[src/sv/poe_pkg.sv]
`default_nettype none

package poe_pkg;

  localparam int WORD_BITS = 16;
  localparam int WORD_LOG2 = 4;
  localparam int ACC_W     = 32;
  localparam int OPND_W    = 16;
  localparam int DIV_STEPS = 32;

  typedef enum logic [1:0] {
    OP_ADD = 2'd0,
    OP_SUB = 2'd1,
    OP_MUL = 2'd2,
    OP_DIV = 2'd3
  } op_t;

  typedef enum logic [2:0] {
    ST_IDLE,
    ST_BITS,
    ST_ALU,
    ST_WEND,
    ST_DONE
  } state_t;

  typedef enum logic [1:0] {
    AS_IDLE,
    AS_DIV,
    AS_SIGN,
    AS_DONE
  } alu_state_t;

  typedef struct packed {
    logic               start;
    op_t                op;
    logic [ACC_W-1:0]   acc;
    logic [OPND_W-1:0]  operand;
  } alu_req_t;

  typedef struct packed {
    logic             done;
    logic             dz;
    logic [ACC_W-1:0] result;
  } alu_rsp_t;

endpackage

`default_nettype wire

[src/sv/packed_operand_expression_unit_top.sv]
// Packed operand expression unit.
// Input channel in_*: in_tuser = 0 carries an instruction in in_tdata[31:0],
// in_tuser = 1 carries a packed data word in in_tdata[47:32]. An instruction
// sets up a new expression and clears any expression in progress; it gives
// no result. Data words received while no expression is pending are dropped.
// Output channel out_*: one transaction after the last data word that the
// expression needs, with the value in out_tdata[31:0] and the divide-by-zero
// flag in out_tdata[32].
// A data word is unpacked one bit per cycle, pausing while the single shared
// ALU works on each add, subtract, multiply or divide completed in it; a
// divide by a nonzero value works out 32 quotient bits one per cycle, then a
// sign fix and a hand-back. The last word also passes through the result
// register. in_tready is low while a word is worked on.
// The result sits in a register, so the next instruction or word is taken
// while it waits; if a new result is ready before the receiver takes the old
// one, the unit holds until out_tready. Reset clears all expression state
// and drops any pending result.
`default_nettype none

module packed_operand_expression_unit_top (
  input  wire logic        clk,
  input  wire logic        rst_n,
  input  wire logic        in_tvalid,
  output logic             in_tready,
  input  wire logic [47:0] in_tdata,   // [31:0] instruction, [47:32] data_word
  input  wire logic        in_tuser,   // [0] func
  output logic             out_tvalid,
  input  wire logic        out_tready,
  output logic [39:0]      out_tdata   // [31:0] result, [32] div_by_zero, [39:33] zero
);

  poe_pkg::state_t state_r, state_nxt;

  logic [15:0]                 codes_r, codes_nxt;
  logic [3:0]                  count_r, count_nxt;
  logic [4:0]                  width_r, width_nxt;
  logic [3:0]                  words_left_r, words_left_nxt;
  logic [poe_pkg::ACC_W-1:0]   acc_r, acc_nxt;
  logic [3:0]                  index_r, index_nxt;
  logic [15:0]                 partial_r, partial_nxt;
  logic [4:0]                  pbits_r, pbits_nxt;
  logic                        div_err_r, div_err_nxt;
  logic [poe_pkg::WORD_BITS-1:0] word_r, word_nxt;
  logic [4:0]                  bitcnt_r, bitcnt_nxt;
  logic                        out_valid_r, out_valid_nxt;
  logic [poe_pkg::ACC_W-1:0]   out_result_r, out_result_nxt;
  logic                        out_dz_r, out_dz_nxt;

  poe_pkg::alu_req_t alu_req;
  poe_pkg::alu_rsp_t alu_rsp;

  logic        in_fire;
  logic [31:0] inst;
  logic [3:0]  dec_n;
  logic [4:0]  dec_two_n;
  logic [31:0] dec_codes_sh;
  logic [15:0] dec_mask;
  logic [31:0] dec_width_sh;
  logic [4:0]  dec_width;
  logic [8:0]  dec_total;
  logic [8:0]  dec_words;
  logic        cur_bit;
  logic [15:0] pfull;
  logic [4:0]  pbits_inc;
  logic        operand_done;
  logic        operand_used;
  logic        launch;
  logic [3:0]  code_pos;
  logic [15:0] codes_shifted;
  logic        out_free;

  assign in_fire  = in_tvalid && in_tready;
  assign out_free = !out_valid_r || out_tready;

  // Instruction decode.
  assign inst         = in_tdata[31:0];
  assign dec_n        = {1'b0, inst[31:29]} + 4'd1;
  assign dec_two_n    = {dec_n, 1'b0};
  assign dec_codes_sh = inst >> (5'd29 - dec_two_n);
  assign dec_mask     = 16'hFFFF >> (5'd16 - dec_two_n);
  assign dec_width_sh = inst >> (5'd25 - dec_two_n);
  assign dec_width    = {1'b0, dec_width_sh[3:0]} + 5'd1;
  assign dec_total    = 9'(({5'b0, dec_n} + 9'd1) * {4'b0, dec_width});
  assign dec_words    = (dec_total + 9'(poe_pkg::WORD_BITS - 1)) >> poe_pkg::WORD_LOG2;

  // Bit-serial unpacking of the current word.
  assign cur_bit      = word_r[poe_pkg::WORD_BITS-1];
  assign pfull        = {partial_r[14:0], cur_bit};
  assign pbits_inc    = pbits_r + 5'd1;
  assign operand_done = (pbits_inc >= width_r);
  assign operand_used = operand_done && ({1'b0, index_r} <= {1'b0, count_r} + 5'd1 - 5'd1);
  assign launch       = (state_r == poe_pkg::ST_BITS) && operand_used && (index_r != 4'd0);

  // The first operator sits in the highest pair.
  assign code_pos      = count_r - index_r;
  assign codes_shifted = codes_r >> {code_pos, 1'b0};

  assign alu_req.start   = launch;
  assign alu_req.op      = poe_pkg::op_t'(codes_shifted[1:0]);
  assign alu_req.acc     = acc_r;
  assign alu_req.operand = pfull;

  poe_alu u_alu (
    .clk   (clk),
    .rst_n (rst_n),
    .req   (alu_req),
    .rsp   (alu_rsp)
  );

  always_comb begin
    state_nxt = state_r;
    case (state_r)
      poe_pkg::ST_IDLE: begin
        if (in_fire && in_tuser && words_left_r != 4'd0) begin
          state_nxt = poe_pkg::ST_BITS;
        end
      end
      poe_pkg::ST_BITS: begin
        if (launch) begin
          state_nxt = poe_pkg::ST_ALU;
        end else if (bitcnt_r == 5'd1) begin
          state_nxt = poe_pkg::ST_WEND;
        end
      end
      poe_pkg::ST_ALU: begin
        if (alu_rsp.done) begin
          state_nxt = (bitcnt_r == 5'd0) ? poe_pkg::ST_WEND : poe_pkg::ST_BITS;
        end
      end
      poe_pkg::ST_WEND: begin
        state_nxt = (words_left_r == 4'd1) ? poe_pkg::ST_DONE : poe_pkg::ST_IDLE;
      end
      poe_pkg::ST_DONE: begin
        if (out_free) begin
          state_nxt = poe_pkg::ST_IDLE;
        end
      end
      default: state_nxt = poe_pkg::ST_IDLE;
    endcase
  end

  always_comb begin
    in_tready      = (state_r == poe_pkg::ST_IDLE);
    codes_nxt      = codes_r;
    count_nxt      = count_r;
    width_nxt      = width_r;
    words_left_nxt = words_left_r;
    acc_nxt        = acc_r;
    index_nxt      = index_r;
    partial_nxt    = partial_r;
    pbits_nxt      = pbits_r;
    div_err_nxt    = div_err_r;
    word_nxt       = word_r;
    bitcnt_nxt     = bitcnt_r;
    out_valid_nxt  = out_valid_r && !out_tready;
    out_result_nxt = out_result_r;
    out_dz_nxt     = out_dz_r;
    case (state_r)
      poe_pkg::ST_IDLE: begin
        if (in_fire) begin
          if (!in_tuser) begin
            codes_nxt      = dec_codes_sh[15:0] & dec_mask;
            count_nxt      = dec_n;
            width_nxt      = dec_width;
            words_left_nxt = dec_words[3:0];
            acc_nxt        = '0;
            index_nxt      = '0;
            partial_nxt    = '0;
            pbits_nxt      = '0;
            div_err_nxt    = 1'b0;
          end else if (words_left_r != 4'd0) begin
            word_nxt   = in_tdata[32 +: poe_pkg::WORD_BITS];
            bitcnt_nxt = 5'(poe_pkg::WORD_BITS);
          end
        end
      end
      poe_pkg::ST_BITS: begin
        word_nxt   = {word_r[poe_pkg::WORD_BITS-2:0], 1'b0};
        bitcnt_nxt = bitcnt_r - 5'd1;
        if (operand_done) begin
          partial_nxt = '0;
          pbits_nxt   = '0;
          if (operand_used) begin
            index_nxt = index_r + 4'd1;
            if (index_r == 4'd0) begin
              acc_nxt = {16'b0, pfull};
            end
          end
        end else begin
          partial_nxt = pfull;
          pbits_nxt   = pbits_inc;
        end
      end
      poe_pkg::ST_ALU: begin
        if (alu_rsp.done) begin
          acc_nxt = alu_rsp.result;
          if (alu_rsp.dz) begin
            div_err_nxt = 1'b1;
          end
        end
      end
      poe_pkg::ST_WEND: begin
        words_left_nxt = words_left_r - 4'd1;
      end
      poe_pkg::ST_DONE: begin
        if (out_free) begin
          out_valid_nxt  = 1'b1;
          out_result_nxt = acc_r;
          out_dz_nxt     = div_err_r;
          index_nxt      = '0;
          partial_nxt    = '0;
          pbits_nxt      = '0;
        end
      end
      default: begin
      end
    endcase
  end

  always_ff @(posedge clk) begin
    if (!rst_n) begin
      state_r      <= poe_pkg::ST_IDLE;
      codes_r      <= '0;
      count_r      <= '0;
      width_r      <= '0;
      words_left_r <= '0;
      acc_r        <= '0;
      index_r      <= '0;
      partial_r    <= '0;
      pbits_r      <= '0;
      div_err_r    <= 1'b0;
      bitcnt_r     <= '0;
      out_valid_r  <= 1'b0;
    end else begin
      state_r      <= state_nxt;
      codes_r      <= codes_nxt;
      count_r      <= count_nxt;
      width_r      <= width_nxt;
      words_left_r <= words_left_nxt;
      acc_r        <= acc_nxt;
      index_r      <= index_nxt;
      partial_r    <= partial_nxt;
      pbits_r      <= pbits_nxt;
      div_err_r    <= div_err_nxt;
      bitcnt_r     <= bitcnt_nxt;
      out_valid_r  <= out_valid_nxt;
    end
    word_r       <= word_nxt;
    out_result_r <= out_result_nxt;
    out_dz_r     <= out_dz_nxt;
  end

  assign out_tvalid = out_valid_r;
  assign out_tdata  = {7'b0, out_dz_r, out_result_r};

`ifndef NO_ASSERTIONS
  a_alu_done_in_wait: assert property (@(posedge clk) disable iff (!rst_n)
    alu_rsp.done |-> state_r == poe_pkg::ST_ALU)
    else $error("ALU finished while the sequencer was not waiting for it");

  a_partial_bounded: assert property (@(posedge clk) disable iff (!rst_n)
    (state_r == poe_pkg::ST_BITS || state_r == poe_pkg::ST_ALU) |->
      pbits_r < width_r)
    else $error("Partial operand holds more bits than the operand width");

  a_index_bounded: assert property (@(posedge clk) disable iff (!rst_n)
    {1'b0, index_r} <= {1'b0, count_r} + 5'd1)
    else $error("More operands taken than the expression has");

  a_result_loaded: assert property (@(posedge clk) disable iff (!rst_n)
    (state_r == poe_pkg::ST_DONE && out_free) |=>
      (out_valid_r && state_r == poe_pkg::ST_IDLE))
    else $error("Finished expression did not reach the output register");
`endif

endmodule

`default_nettype wire

[src/sv/poe_alu.sv]
`default_nettype none

module poe_alu (
  input  wire logic              clk,
  input  wire logic              rst_n,
  input  wire poe_pkg::alu_req_t req,
  output poe_pkg::alu_rsp_t      rsp
);

  poe_pkg::alu_state_t state_r, state_nxt;
  logic [poe_pkg::ACC_W-1:0]  result_r, result_nxt;
  logic                       dz_r, dz_nxt;
  logic                       neg_r, neg_nxt;
  logic [poe_pkg::ACC_W-1:0]  quo_r, quo_nxt;
  logic [poe_pkg::OPND_W:0]   rem_r, rem_nxt;
  logic [poe_pkg::OPND_W-1:0] div_r, div_nxt;
  logic [4:0]                 cnt_r, cnt_nxt;
  logic [poe_pkg::OPND_W:0]   rem_sh;
  logic [poe_pkg::ACC_W-1:0]  quo_sh;
  logic [poe_pkg::ACC_W-1:0]  opnd_ext;

  assign opnd_ext = {{(poe_pkg::ACC_W - poe_pkg::OPND_W){1'b0}}, req.operand};

  always_comb begin
    state_nxt = state_r;
    case (state_r)
      poe_pkg::AS_IDLE: begin
        if (req.start) begin
          if (req.op == poe_pkg::OP_DIV && req.operand != '0) begin
            state_nxt = poe_pkg::AS_DIV;
          end else begin
            state_nxt = poe_pkg::AS_DONE;
          end
        end
      end
      poe_pkg::AS_DIV: begin
        if (cnt_r == 5'(poe_pkg::DIV_STEPS - 1)) begin
          state_nxt = poe_pkg::AS_SIGN;
        end
      end
      poe_pkg::AS_SIGN: state_nxt = poe_pkg::AS_DONE;
      poe_pkg::AS_DONE: state_nxt = poe_pkg::AS_IDLE;
      default:          state_nxt = poe_pkg::AS_IDLE;
    endcase
  end

  always_comb begin
    result_nxt = result_r;
    dz_nxt     = dz_r;
    neg_nxt    = neg_r;
    quo_nxt    = quo_r;
    rem_nxt    = rem_r;
    div_nxt    = div_r;
    cnt_nxt    = cnt_r;
    rem_sh     = {rem_r[poe_pkg::OPND_W-1:0], quo_r[poe_pkg::ACC_W-1]};
    quo_sh     = {quo_r[poe_pkg::ACC_W-2:0], 1'b0};
    case (state_r)
      poe_pkg::AS_IDLE: begin
        if (req.start) begin
          dz_nxt = 1'b0;
          case (req.op)
            poe_pkg::OP_ADD: result_nxt = req.acc + opnd_ext;
            poe_pkg::OP_SUB: result_nxt = req.acc - opnd_ext;
            poe_pkg::OP_MUL: result_nxt = req.acc * opnd_ext;
            poe_pkg::OP_DIV: begin
              if (req.operand == '0) begin
                // Divide by zero keeps the running value and raises the flag.
                result_nxt = req.acc;
                dz_nxt     = 1'b1;
              end else begin
                neg_nxt = req.acc[poe_pkg::ACC_W-1];
                quo_nxt = req.acc[poe_pkg::ACC_W-1] ? (~req.acc + 1'b1) : req.acc;
                rem_nxt = '0;
                div_nxt = req.operand;
                cnt_nxt = '0;
              end
            end
            default: result_nxt = req.acc;
          endcase
        end
      end
      poe_pkg::AS_DIV: begin
        // Restoring division, one quotient bit per cycle.
        if (rem_sh >= {1'b0, div_r}) begin
          rem_nxt = rem_sh - {1'b0, div_r};
          quo_nxt = quo_sh | {{(poe_pkg::ACC_W-1){1'b0}}, 1'b1};
        end else begin
          rem_nxt = rem_sh;
          quo_nxt = quo_sh;
        end
        cnt_nxt = cnt_r + 5'd1;
      end
      poe_pkg::AS_SIGN: begin
        result_nxt = neg_r ? (~quo_r + 1'b1) : quo_r;
      end
      default: begin
      end
    endcase
  end

  always_ff @(posedge clk) begin
    if (!rst_n) begin
      state_r <= poe_pkg::AS_IDLE;
      dz_r    <= 1'b0;
    end else begin
      state_r <= state_nxt;
      dz_r    <= dz_nxt;
    end
    result_r <= result_nxt;
    neg_r    <= neg_nxt;
    quo_r    <= quo_nxt;
    rem_r    <= rem_nxt;
    div_r    <= div_nxt;
    cnt_r    <= cnt_nxt;
  end

  assign rsp.done   = (state_r == poe_pkg::AS_DONE);
  assign rsp.dz     = dz_r;
  assign rsp.result = result_r;

endmodule

`default_nettype wire

[config.mk]
export PLATFORM = sky130hd
export DESIGN_NAME = packed_operand_expression_unit_top
export DESIGN_NICKNAME = d
export VERILOG_FILES = /design/src/sv/poe_pkg.sv /design/src/sv/packed_operand_expression_unit_top.sv /design/src/sv/poe_alu.sv
export SDC_FILE = /design/constraint.sdc
export NUM_CORES = 2
export LEC_CHECK = 0
export ABC_CLOCK_PERIOD_IN_PS = 7650
export BUFFER_PORTS_ARGS = -buffer_cell sky130_fd_sc_hd__buf_2
export CORE_MARGIN = 2
export CORE_UTILIZATION = 33
export DETAILED_ROUTE_END_ITERATION = 8
export GPL_TIMING_DRIVEN = 0
export SLEW_MARGIN = 25
export SYNTH_ARGS = -nofsm -noshare
export SYNTH_HDL_FRONTEND = slang
export SYNTH_SLANG_ARGS = --single-unit
[constraint.sdc]
create_clock -name clk -period 7.65 [get_ports clk]
set_clock_uncertainty 0.2 [all_clocks]
set_input_delay 1.9125 -clock clk [delete_from_list [all_inputs] [get_ports clk]]
set_output_delay 1.9125 -clock clk [all_outputs]
set_load 0.01 [all_outputs]
==> metrics.csv <==
stage;metric;value;unit
timing;Final period util;97.25;%
timing;final setup fails;0;
synthesis;sequential fraction of the synthesis area;22.71;%
floorplan;die width;298.4;um
synthesis;top cells by area, synth;fa_1 22%, edfxtp_1 16%, ha_1 7.1%, dfxtp_1 6.9%, nand2_1 6.4%;
worst_setup_path;crit-path cells;clkbuf_8 > inv_1 > nor2_2 > fa_1 > fa_1 > fa_1 > fa_1 > fa_1 > inv_1 > fa_1 > inv_1 > ha_1 > a21o_1 > a21o_1 > a21oi_1 > nand2_1 > o2111ai_1 > nand2_1 > xor2_1 > a222oi_1 > mux2i_1;
global_routing;pin count of the biggest net entering global routing;21;
hold_path;hold path start;count_r[3];
final_layout;Area Growth Syn to Fin;11.67;%
floorplan;initial core utilization;33.44;%
cts;H-tree depth;1;
floorplan;Die ar.;89050;sq um
worst_setup_path;Worst Reg-to-Reg Cells;21;
cts;Clock Tree Root;clkbuf_16;
worst_setup_path;launching point of the worst reg2reg path;acc_r[1];
cts;Worst-path clk slew;0.07;ns
timing;worst slew pin tran;1.008;ns
timing;slew margin rel.;32.82;%
synthesis;Post-Syn Instances;3241;
timing;Final Critical Period;7.439;ns
worst_setup_path;Setup crit end kind;flip-flop;
route;drt first pass iters;6;
route;detailed router's first-iteration violation count;2046;
power;Static Leak;13.63;nW
route;Via density;5.292;
synthesis;total standard cell area after synthesis;28600;sq um
global_routing;vias in the first global route;24430;
global_routing;initial antenna violation count;1;
synthesis;Netlist cell types;81;
synthesis;Post-synth EDFFs;151;
flow_run;max_cap viols;0;
timing;RSZ-0062 raised after global routing;yes;
cts;Num CTS Buffers;28;
worst_setup_path;most frequent CP cell;fa_1;
final_layout;post-layout net count;3891;
route;Post-DRT Antenna Nets;0;
timing;Min Hold Slack;0.2564;ns
worst_setup_path;FF-to-FF setup slack;0.21;ns
global_routing;first-pass GRT wire length;148600;um
cts;clock sink count;249;
synthesis;Seq cells post-synth;249;
final_layout;share of layout cells above drive strength 1;10.06;%
synthesis;ys async rst share;0;%
power;VDD IR max;0.1846;mV
worst_setup_path;CP top delay family;adder cells;
floorplan;I/O pin count;95;
placement;HPWL after DPL;75190;um
synthesis;syn avg cell area;8.826;sq um
floorplan;die height;298.4;um
hold_path;HP Class;flip-flop to flip-flop;
worst_setup_path;Worst path max stage delay;0.56;ns
hold_path;Hold Path Sink;count_r[3];
floorplan;core area;85550;sq um
route;total number of vias;23960;
worst_setup_path;CP Buf/Inv Count;4;
placement;RD Place Congestion;0.9398;
worst_setup_path;Worst EP required;7.73;ns
timing;Slew Limit Fails;0;
worst_setup_path;CP Class;flip-flop to flip-flop;
synthesis;post-synth top area cell;fa_1;
global_routing;GRT Util Overall;21.68;%
power;P per Cell Area;163.0;nW/um^2
synthesis;most numerous cell in the Yosys netlist;nand2_1;
synthesis;Main synth FF type;edfxtp_1;
worst_setup_path;worst flop-to-flop path endpoint;u_alu.result_r[21];
route;drt wl/cell;21.41;um
cts;Worst-Skew Late Latency;0.60;ns
run_status;status;completed;
cts;Clock Path Buffers;3;
worst_setup_path;Worst setup SP type;flip-flop;
power;Power Total;5.207;mW
worst_setup_path;Max FO, Critical Path;9;
worst_setup_path;Worst Path Arrival;7.52;ns
route;DRC violations left;0;
timing;Final Hold Vio Count;0;
route;total routed wirelength;96920;um
worst_setup_path;CP max-delay cell;fa_1;
floorplan;Rows;107;
synthesis;Ys Warns;0;
synthesis;post-synth top area share;22.26;%
global_routing;GR Overflow Total;0;
timing;Max Freq;134.4;MHz
synthesis;Post-synth top cells;488 x nand2_1, 448 x inv_1, 318 x fa_1, 177 x nor2_1, 163 x clkbuf_1;
cts;CTS tree;yes;
hold_path;Hold Path Stages;2;
placement;IO Port Bufs;86;
timing;Setup TNS Final;0;ns
## repair_timing
| action | CTS | global route |
|---|---|---|
| gates resized for setup | 116 | 102 |
| hold buffers | 0 | 0 |
| setup endpoints to repair | 22 | 13 |
| pin swaps | 0 | 5 |
| setup buffers | 1 | 2 |
## area by class of cell
type	instances	area (sq um)
fill	8849	53610
multi-input combinational	2344	19770
tap	1144	1431
timing repair buffer	95	578.1
inverter	452	1697
clock buffer	30	718.2
clock inverter	22	178.9
buffer	188	1021
sequential	249	6540
antenna	3	7.507
## routing by layer
layer,track usage [%],part of all wire (%),vias up
li1,-,-,10940
met1,28.55,41,11920
met2,36.70,48,897
met3,3.126,7.8,200
met4,6.796,3.4,0
met5,0,0,-
## how the worst max path moves through the flow
stage	from	to	slack (ns)	cells after the start
floorplan	in_tdata[29]	words_left_r[3]	0.10	21
global placement	partial_r[2]	u_alu.result_r[24]	-1.10	21
detailed placement	partial_r[2]	u_alu.result_r[24]	-1.19	21
CTS	acc_r[12]	u_alu.result_r[24]	0.007	21
global route	in_tdata[29]	words_left_r[3]	-0.002	21
finish	acc_r[1]	u_alu.result_r[21]	0.21	21
## cells in the final DEF (no fill, tap or decap), types with 11 or more instances in the layout
master	count
dfxtp_2	26
fa_1	318
a21o_1	33
and2_1	154
a21oi_1	134
a22oi_1	40
nor2_1	175
edfxtp_1	151
xor2_1	80
o31ai_1	27
clkbuf_1	88
nor3_1	40
xnor2_1	87
or3_1	14
a31oi_1	14
o41ai_1	11
ha_1	161
clkbuf_2	25
nand3_1	52
and3_1	11
nand4_1	16
buf_2	100
nor4_1	13
dfxtp_1	69
a211oi_1	37
nand2b_1	16
clkbuf_4	26
inv_1	448
buf_4	19
a221oi_1	11
nor2b_1	21
clkbuf_16	28
o21ai_0	120
o21a_1	13
mux4_2	26
mux2i_1	56
nand2_1	488
## worst min-delay path, stage by stage, from the launching register on
cell,delay [ns]
dfxtp_1,0.31
nand2_1,0.05
a21oi_1,0.05
## report_power, final
part	internal (mW)	switching [mW]	total (mW)
logic	0.766	1.35	2.12
clock network	0.725	0.628	1.35
registers	1.63	0.0992	1.73
## sequential cells by signal (all words and copies together), names as in the netlist, 4 cells and up
register,flops
acc_r,32
bitcnt_r,5
codes_r,16
count_r,4
index_r,4
out_result_r,32
partial_r,15
pbits_r,5
u_alu.cnt_r,5
u_alu.div_r,16
u_alu.quo_r,32
u_alu.rem_r,16
u_alu.result_r,32
width_r,5
word_r,16
words_left_r,4
## through the flow
stage	std cells	util, %	worst slack [ns]	instance area [sq um]
5_1_grt	4525	37.33	-0.002271	31940
3_5_place_dp	4483	35.85	-1.188	30670
4_1_cts	4525	37.13	0.007473	31770
3_3_place_gp	4477	35.64	-1.103	30490
6_report	4527	37.34	0.2106	31940
2_1_floorplan	3247	-	0.1038	28630
## cells by family after synthesis
| kind of cell | Yosys count | share of synthesized area, % |
|---|---|---|
| compound gates | 545 | 12.46 |
| xor+xnor | 170 | 5.253 |
| fa+ha+maj | 480 | 29.34 |
| buf+inv | 654 | 8.749 |
| flops | 249 | 22.71 |
| mux | 93 | 4.436 |
| other cells | 1 | 0.01311 |
| simple gates | 1049 | 17.04 |
(Power assumes the default switching activity.)
